===== src/rtl/packet_delay_impairment_queue_assert.svh =====
// Assertion macros for the packet delay impairment queue
`ifndef PACKET_DELAY_IMPAIRMENT_QUEUE_ASSERT_SVH
`define PACKET_DELAY_IMPAIRMENT_QUEUE_ASSERT_SVH
`ifndef SYNTHESIS
`define PDIQ_ASSERT_IMP(label, clk, rst_n, ante, cons) \
    label: assert property (@(posedge clk) disable iff (!rst_n) (ante) |-> (cons)) \
        else $error("assertion failed");
`define PDIQ_ASSERT_NXT(label, clk, rst_n, ante, cons) \
    label: assert property (@(posedge clk) disable iff (!rst_n) (ante) |=> (cons)) \
        else $error("assertion failed");
`else
`define PDIQ_ASSERT_IMP(label, clk, rst_n, ante, cons)
`define PDIQ_ASSERT_NXT(label, clk, rst_n, ante, cons)
`endif
`endif


===== src/rtl/pdiq_pkg.sv =====
// ----------------------------------------------------------------------------
// pdiq_pkg
// Shared types, constants and commands of the delay impairment queue.
// ----------------------------------------------------------------------------
package pdiq_pkg;
    localparam int QUEUE_SLOTS      = 16;
    localparam int MAX_PACKET_BYTES = 2048;
    localparam int CFG_IDX_W        = 3;

    localparam logic [CFG_IDX_W-1:0] REG_BASE   = 3'd0;
    localparam logic [CFG_IDX_W-1:0] REG_JITTER = 3'd1;
    localparam logic [CFG_IDX_W-1:0] REG_LOSS   = 3'd2;
    localparam logic [CFG_IDX_W-1:0] REG_REORD  = 3'd3;
    localparam logic [CFG_IDX_W-1:0] REG_DUP    = 3'd4;
    localparam logic [CFG_IDX_W-1:0] REG_SEED   = 3'd5;

    localparam logic [1:0] ST_OK      = 2'd0;
    localparam logic [1:0] ST_INVALID = 2'd1;
    localparam logic [1:0] ST_FULL    = 2'd2;

    typedef struct packed {
        logic        kind;
        logic [63:0] now_time_us;
        logic [31:0] dest_ip;
        logic [15:0] dest_port;
        logic [15:0] payload_ref;
        logic [15:0] packet_size;
        logic [15:0] buffer_capacity;
    } t_req;

    typedef struct packed {
        logic [1:0]  status;
        logic [31:0] out_ip;
        logic [15:0] out_port;
        logic [15:0] out_payload_ref;
        logic [11:0] ret_size;
        logic [4:0]  queued_count;
    } t_rsp;

    typedef enum logic [3:0] {
        DCMD_NONE  = 4'd0,
        DCMD_LOAD  = 4'd1,  // latch request, clear result
        DCMD_DRAW  = 4'd2,  // advance generator
        DCMD_MUL   = 4'd3,  // delay multiply
        DCMD_DLY   = 4'd4,  // form delay, release time
        DCMD_RMUL  = 4'd5,  // reorder multiply
        DCMD_RSUB  = 4'd6,  // subtract reorder shift
        DCMD_SCAN  = 4'd7,  // visit one slot
        DCMD_STORE = 4'd8,  // write free slot
        DCMD_POP   = 4'd9,  // return best slot
        DCMD_SETST = 4'd10  // set status
    } t_dcmd;

    typedef struct packed {
        t_dcmd      op;
        logic [1:0] status;
        logic       dup_rel; // store uses second delay
    } t_cmd;

    typedef struct packed {
        logic kind;
        logic oversize;
        logic hit;        // last draw below the selected threshold
        logic scan_last;
        logic free_found;
        logic best_found;
        logic best_fits;
        logic full;
        logic loss_en;
        logic reord_en;
        logic dup_en;
    } t_sts;

    function automatic logic [31:0] xorshift(input logic [31:0] x);
        logic [31:0] a;
        a = x ^ (x << 13);
        a = a ^ (a >> 17);
        return a ^ (a << 5);
    endfunction
endpackage


===== src/rtl/pdiq_ctrl.sv =====
// ----------------------------------------------------------------------------
// pdiq_ctrl
// Sequencer that walks one request through draws, scan, store or pop.
// ----------------------------------------------------------------------------
`include "packet_delay_impairment_queue_assert.svh"
module pdiq_ctrl (
    input  logic           i_clk,
    input  logic           i_rst_n,
    input  logic           i_in_valid,
    output logic           o_in_ready,
    output logic           o_out_valid,
    input  logic           i_out_ready,
    input  pdiq_pkg::t_sts i_sts,
    output pdiq_pkg::t_cmd o_cmd,
    output logic [1:0]     o_thr_sel
);
    import pdiq_pkg::*;

    typedef enum logic [15:0] {
        S_IDLE  = 16'h0001, S_CHECK = 16'h0002, S_LDRAW = 16'h0004,
        S_LTEST = 16'h0008, S_DDRAW = 16'h0010, S_DMUL  = 16'h0020,
        S_DDLY  = 16'h0040, S_RDRAW = 16'h0080, S_RTEST = 16'h0100,
        S_RMUL  = 16'h0200, S_RSUB  = 16'h0400, S_SCAN  = 16'h0800,
        S_DECIDE= 16'h1000, S_UDRAW = 16'h2000, S_UTEST = 16'h4000,
        S_OUT   = 16'h8000
    } t_state;

    t_state r_state, n_state;
    logic   r_dup, n_dup;      // second pass stores the copy
    logic   r_draw2, n_draw2;  // reorder second draw pending

    always_comb begin
        n_state = r_state; n_dup = r_dup; n_draw2 = r_draw2;
        o_cmd = '{op: DCMD_NONE, status: ST_OK, dup_rel: 1'b0};
        o_thr_sel = 2'd0;
        unique case (r_state)
            S_IDLE: if (i_in_valid) begin
                o_cmd.op = DCMD_LOAD; n_state = S_CHECK; n_dup = 1'b0;
            end
            S_CHECK: begin
                if (i_sts.kind) n_state = S_SCAN;
                else if (i_sts.oversize) begin
                    o_cmd.op = DCMD_SETST; o_cmd.status = ST_INVALID; n_state = S_OUT;
                end else if (i_sts.loss_en) n_state = S_LDRAW;
                else n_state = S_DDRAW;
            end
            S_LDRAW: begin o_cmd.op = DCMD_DRAW; n_state = S_LTEST; end
            S_LTEST: begin
                o_thr_sel = 2'd0;
                if (i_sts.hit) begin
                    o_cmd.op = DCMD_SETST; n_state = S_OUT;
                end else n_state = S_DDRAW;
            end
            S_DDRAW: begin o_cmd.op = DCMD_DRAW; n_state = S_DMUL; end
            S_DMUL:  begin o_cmd.op = DCMD_MUL;  n_state = S_DDLY; end
            S_DDLY: begin
                o_cmd.op = DCMD_DLY;
                n_state = (!r_dup && i_sts.reord_en) ? S_RDRAW : S_SCAN;
                n_draw2 = 1'b0;
            end
            S_RDRAW: begin o_cmd.op = DCMD_DRAW; n_state = S_RTEST; end
            S_RTEST: begin
                o_thr_sel = 2'd1;
                if (r_draw2) n_state = S_RMUL;
                else if (i_sts.hit) begin n_draw2 = 1'b1; n_state = S_RDRAW; end
                else n_state = S_SCAN;
            end
            S_RMUL: begin o_cmd.op = DCMD_RMUL; n_state = S_RSUB; end
            S_RSUB: begin o_cmd.op = DCMD_RSUB; n_state = S_SCAN; end
            S_SCAN: begin
                o_cmd.op = DCMD_SCAN;
                if (i_sts.scan_last) n_state = S_DECIDE;
            end
            S_DECIDE: begin
                if (i_sts.kind) begin
                    if (i_sts.best_found && i_sts.best_fits) begin
                        o_cmd.op = DCMD_POP; n_state = S_OUT;
                    end else begin
                        o_cmd.op = DCMD_SETST; o_cmd.status = ST_INVALID; n_state = S_OUT;
                    end
                end else if (i_sts.full || !i_sts.free_found) begin
                    // first store fails: full; copy: silently discarded
                    o_cmd.op = DCMD_SETST;
                    o_cmd.status = r_dup ? ST_OK : ST_FULL;
                    n_state = S_OUT;
                end else begin
                    o_cmd.op = DCMD_STORE; o_cmd.dup_rel = 1'b0;
                    n_state = (!r_dup && i_sts.dup_en) ? S_UDRAW : S_OUT;
                end
            end
            S_UDRAW: begin o_cmd.op = DCMD_DRAW; n_state = S_UTEST; end
            S_UTEST: begin
                o_thr_sel = 2'd2;
                if (i_sts.hit) begin n_dup = 1'b1; n_state = S_DDRAW; end
                else n_state = S_OUT;
            end
            S_OUT: if (i_out_ready) n_state = S_IDLE;
            default: n_state = S_IDLE;
        endcase
    end

    always_ff @(posedge i_clk) begin
        if (!i_rst_n) begin
            r_state <= S_IDLE; r_dup <= 1'b0; r_draw2 <= 1'b0;
        end else begin
            r_state <= n_state; r_dup <= n_dup; r_draw2 <= n_draw2;
        end
    end

    assign o_in_ready  = (r_state == S_IDLE);
    assign o_out_valid = (r_state == S_OUT);

    `PDIQ_ASSERT_IMP(a_onehot, i_clk, i_rst_n, 1'b1, $onehot(r_state))
    `PDIQ_ASSERT_IMP(a_excl, i_clk, i_rst_n, o_out_valid, !o_in_ready)
    `PDIQ_ASSERT_NXT(a_hold, i_clk, i_rst_n, o_out_valid && !i_out_ready, o_out_valid)
endmodule


===== config.mk =====
export PLATFORM = sky130hd
export DESIGN_NAME = pdiq_ctrl
export DESIGN_NICKNAME = d
export VERILOG_FILES = /design/src/rtl/pdiq_pkg.sv /design/src/rtl/pdiq_ctrl.sv
export VERILOG_INCLUDE_DIRS = /design/src /design/src/rtl
export SDC_FILE = /design/constraint.sdc
export NUM_CORES = 1
export LEC_CHECK = 0
export ABC_CLOCK_PERIOD_IN_PS = 3310
export BUFFER_PORTS_ARGS = -buffer_cell sky130_fd_sc_hd__buf_2
export CAP_MARGIN = 15
export CELL_PAD_IN_SITES_DETAIL_PLACEMENT = 2
export CELL_PAD_IN_SITES_GLOBAL_PLACEMENT = 2
export CORE_ASPECT_RATIO = 0.6
export CORE_MARGIN = 4
export CORE_UTILIZATION = 32
export DETAILED_ROUTE_END_ITERATION = 10
export PLACE_DENSITY = 0.8
export SETUP_SLACK_MARGIN = 0.15
export SLEW_MARGIN = 20
export SYNTH_ARGS = -nofsm -noshare
export SYNTH_HDL_FRONTEND = slang
export SYNTH_SLANG_ARGS = --single-unit

===== constraint.sdc =====
create_clock -name i_clk -period 3.31 [get_ports i_clk]
set_clock_uncertainty 0.15 [all_clocks]
set_input_delay 0.8275 -clock i_clk [delete_from_list [all_inputs] [get_ports i_clk]]
set_output_delay 0.8275 -clock i_clk [all_outputs]
set_load 0.03 [all_outputs]

-- Word level (Yosys, flattened, before mapping)
Cells that the tools add are included.
- equal/unequal tests: 20
- mux-type cells: 34
- reductions and logical operators: 11
- operator list (operator ; count):
    $pmux 16 s16 ; 1
    $mux 16 ; 10
    $pmux 4 s10 ; 1
    $mux 12 ; 3
    $eq 16x1->1 const B ; 1
    $eq 16x10->1 const B ; 1
    $eq 16x11->1 const B ; 1
    $eq 16x12->1 const B ; 1
    $eq 16x13->1 const B ; 1
    $eq 16x14->1 const B ; 1
    $eq 16x15->1 const B ; 1
    $eq 16x16->1 const B ; 1
    $eq 16x2->1 const B ; 1
    $eq 16x3->1 const B ; 1
    $eq 16x4->1 const B ; 1
    $eq 16x5->1 const B ; 1
    $eq 16x6->1 const B ; 1
    $eq 16x7->1 const B ; 1
    $eq 16x8->1 const B ; 1
    $eq 16x9->1 const B ; 1
    $mux 6 ; 2
    $mux 2 ; 4
    $mux 4 ; 2
    $pmux 2 s2 ; 2
    11 further kinds ; 24
- bits in registers: 18
- input bits: 15
- output and inout bits: 11
- word-level logic and storage cells: 68

-- Depth between registers and ports, before layout
- word-level depth: 6
- gate-level depth with buffers: 7
- mapped depth without buffers: 5

-- Worst setup path after synthesis
No wires, ideal clock.
- kind: reg2out
- from: reg r_state[2]
- to: out o_cmd[2] (netlist name)
- data arrival time: 2.129 ns
- required time: 2.332 ns
- slack: 0.204 ns
- cell stages (with the launch flop): 5
- path through: dfxtp_1 -> buf_6 -> nor4_4 -> nand4_2 -> nor4_1
- RTL lines (what ; line ; source):
    start, declared ; pdiq_ctrl.sv:28 ; t_state r_state, n_state;
    start signal, assigned ; pdiq_ctrl.sv:106 ; r_state <= n_state; r_dup <= n_dup; r_draw2 <= n_draw2;
    end, declared ; pdiq_ctrl.sv:14 ; output pdiq_pkg::t_cmd o_cmd,

==> flow_summary.yaml <==
run_status:
  status: "completed"
clocking:
  cts-hold-fix-buffers: 0
  insertion_delay_ns: 0.26
  clock-sinks: 18
  total_cts_buffers: 3
  cts_max_level: 1
  clk_pin_slew_ns: 0.08
  ctsRootBufferMaster: "sky130_fd_sc_hd__clkbuf_8"
  tritoncts: "done"
  clock_path_buffers: 2
synthesis:
  post_synth_fa_ha_maj_area_fraction: 0
  total_number_of_yosys_warnings: 0
  synth_enable_flop_cells: 0
  synth-main-ff-cell: "sky130_fd_sc_hd__dfxtp_1"
  synth_compound_gate_area_share: 0.122
  synth.most_common_cell: "sky130_fd_sc_hd__dfxtp_1"
  post_synth.cell_area_avg_sq_um: 8.36
  synthesized_area_fraction_occupied_by_xor_and_xnor_cells: 0.0338
  yosys_register_bits: 18
  synthDistinctLibCells: 44
  simple_logic_cell_fraction_of_the_synthesized_area: 0.472
  synth.area.mux_share: 0.00869
  ys_seq_area_frac: 0.278
  synth-async-reset-ratio: 0
  syn_nets: 170
  synth_top_family_by_area: "simple AND/OR/NAND/NOR gates"
  gate_count_of_the_mapped_netlist: 155
  synth_top_cell_area_share: 0.278
  yosys-top-cells-count: "18 x sky130_fd_sc_hd__dfxtp_1, 12 x sky130_fd_sc_hd__nand2_1, 12 x sky130_fd_sc_hd__nor3_1"
  synth.area.top_cells: "sky130_fd_sc_hd__dfxtp_1 28%, sky130_fd_sc_hd__nor4_4 6.6%, sky130_fd_sc_hd__nor3_1 4.6%"
  netlist.top_cell.by_area: "sky130_fd_sc_hd__dfxtp_1"
  synthesis.area_sq_um: 1300
pwr:
  sw_ratio: 0.363
  internal_power_mw: 0.377
  total_leakage_power_nw: 0.661
  part_of_the_total_power_dissipated_in_sequential_elements: 0.404
  p_sw_mw: 0.214
  vdd_drop_max_mv: 0.115
  power_frac_clock: 0.281
  cellPowerDensity_nw_per_um2: 358
  combinationalPowerShare: 0.315
  power_mw: 0.591
global_routing:
  grt_pass1_wl_microns: 7830
  global_route.usage.total: 0.195
  first_global_vias: 1370
  grt_antenna_before_repair: 0
  grt_max_degree: 11
  grt-ovfl-total: 0
cells_and_area:
  layout-area-overhead-vs-synth_pct: 27.2
  nNetsFinal: 206
  antenna_cells: 0
  postLayoutCoreUtil: 0.436
  final_cell_count_no_fill: 236
  layout-drive-gt1-share: 0.392
  finalInstanceArea_sq_um: 1650
placed_design:
  post-dp-hpwl_microns: 3880
  numPortBuffers: 24
  routabilityCongestion: 0.801
  dp_cells: 222
  pre_cts_ws_ns: 0.167
  place_area_sq_um: 1450
critical_path:
  cpPeakStageDelay_ns: 0.39
  crit_type: "register to output pin"
  crit_path_start_kind: "register"
  worstPathArrival_ns: 2.12
  setup.worst_path.start: "r_state[7]$_SDFFE_PN0P_"
  crit_path_end_kind: "output pin"
  crit-reg2reg-launch: "r_state[10]$_SDFFE_PN0P_"
  worst_ep_required_time_ns: 2.33
  worst-path-max-fanout: 7
  cp_slowest_cell: "sky130_fd_sc_hd__dfxtp_2"
  cp_cell_sequence: "nor4_2 -> buf_4 -> nand4_2 -> nor3b_2 -> a41oi_1 -> nand2_1 -> buf_2"
timing:
  post-route-worst-setup-slack_ns: 0.210
  report.final.slew_viol_count: 0
  max_freq_mhz: 323
  worst_slew_pin_slew_ns: 0.619
  final_min_period_over_clock_period: 0.936
  fin_tns_setup_ns: 0
  setup_viol: 0
  rsz0062_at_grt: "yes"
  period_needed_ns: 3.10
  max-slew-margin-rel: 0.582
  holdWs_ns: 0.385
  finalHoldViolations: 0
drt:
  initialDrtViolationCount: 62
  drc: 0
  top_layer_used: "met4"
  met2_routed_wl_microns: 2430
  drt-wirelength-per-cell_microns: 22.1
  final_antenna_net_count: 0
  viasPerCell: 5.89
  drt_pre_antenna_iters: 4
  route.met3.wl_microns: 242
  dr_total_vias: 1390
  routedLengthMet1_microns: 2540
  drt-total-wl_microns: 5220
job:
  max-cap-violations: 0
worst_hold_path:
  worstHoldPathType: "register to register"
  hold_path_startpoint: "r_draw2$_SDFFE_PN0P_"
floorplanning:
  cell_rows: 17
  start_util: 0.342
  io_pins: 26
  die_area_sq_um: 5170
  floorplan.die.width_microns: 90.2
  die-height_microns: 57.3
  core_sq_um: 3790
sequential cells by signal (all words and copies together) (netlist names):
signal	cells
r_state	16
r_draw2	1
r_dup	1
logic make-up after synthesis:
family | count (synthesis)
compound gates | 24
flops | 18
buf+inv | 19
other cells | 1
xor+xnor | 5
mux | 1
simple gates | 87
per-layer routing:
metal  global-route usage  vias to the layer above
met3               0.0329                        4
met5                    0                        -
met2                0.318                       32
met1                0.280                      700
met4               0.0196                        0
li1                     -                      654
final cells by class:
class	instances	area [sq um]
clock buffers	3	41.3
fillers	429	2140
inverters	7	26.3
multi-input cells	118	888
flip-flops and latches	18	367
well taps	47	58.8
repair buffers	43	268
what timing repair did:
action                     CTS  global route
setup buffers                3             8
setup endpoints to repair    3             6
pin swaps                    3             6
gates resized for setup      4            14
power by group through the flow:
stage                     logic [mW]  clock network, mW  registers (mW)
after global routing           0.201              0.182           0.241
after floorplan                0.110                  0           0.238
after detailed placement       0.162                  0           0.243
after global placement         0.156                  0           0.241
final                          0.186              0.166           0.239
after CTS                      0.169              0.166           0.238
critical path, delay by kind of cell, from the launching register on:
family	cells	cell delay [ns]
AO/OA/AOI/OAI	1	0.12
buffers and inverters	2	0.42
flip-flops	1	0.39
AND/OR/NAND/NOR	4	0.91
worst paths after layout:
check | endpoint | slack, ns | cells after the start
worst max-delay path | o_cmd[6] | 0.21 | 7
worst min register to register | r_state[9]$_SDFFE_PN0P_ | 0.38 | 1
worst max register to register | r_state[4]$_SDFFE_PN0P_ | 0.74 | 7
worst min-delay path | r_state[9]$_SDFFE_PN0P_ | 0.38 | 1
placed cells by master, fill, tap and decap left out, drive strengths merged, types with 2 or more instances in the layout:
cell    synthesis  layout
a21oi           5       5
nor3           12      12
and3            2       2
or3             2       2
nand3           8       8
nor4           11      11
buf            10      42
inv             7       7
nor2b           3       3
nand2          12      12
nor4b           6       6
nor3b           4       4
nand3b          4       4
xor2            4       4
a31oi           2       2
a22oi           2       2
o21ai           4       4
nand4          11      11
or4             3       3
nor2            8       8
clkbuf          2       4
a211oi          3       3
a21boi          2       2
dfxtp          18      18
Note: power is estimated with default switching activity, not from simulation.
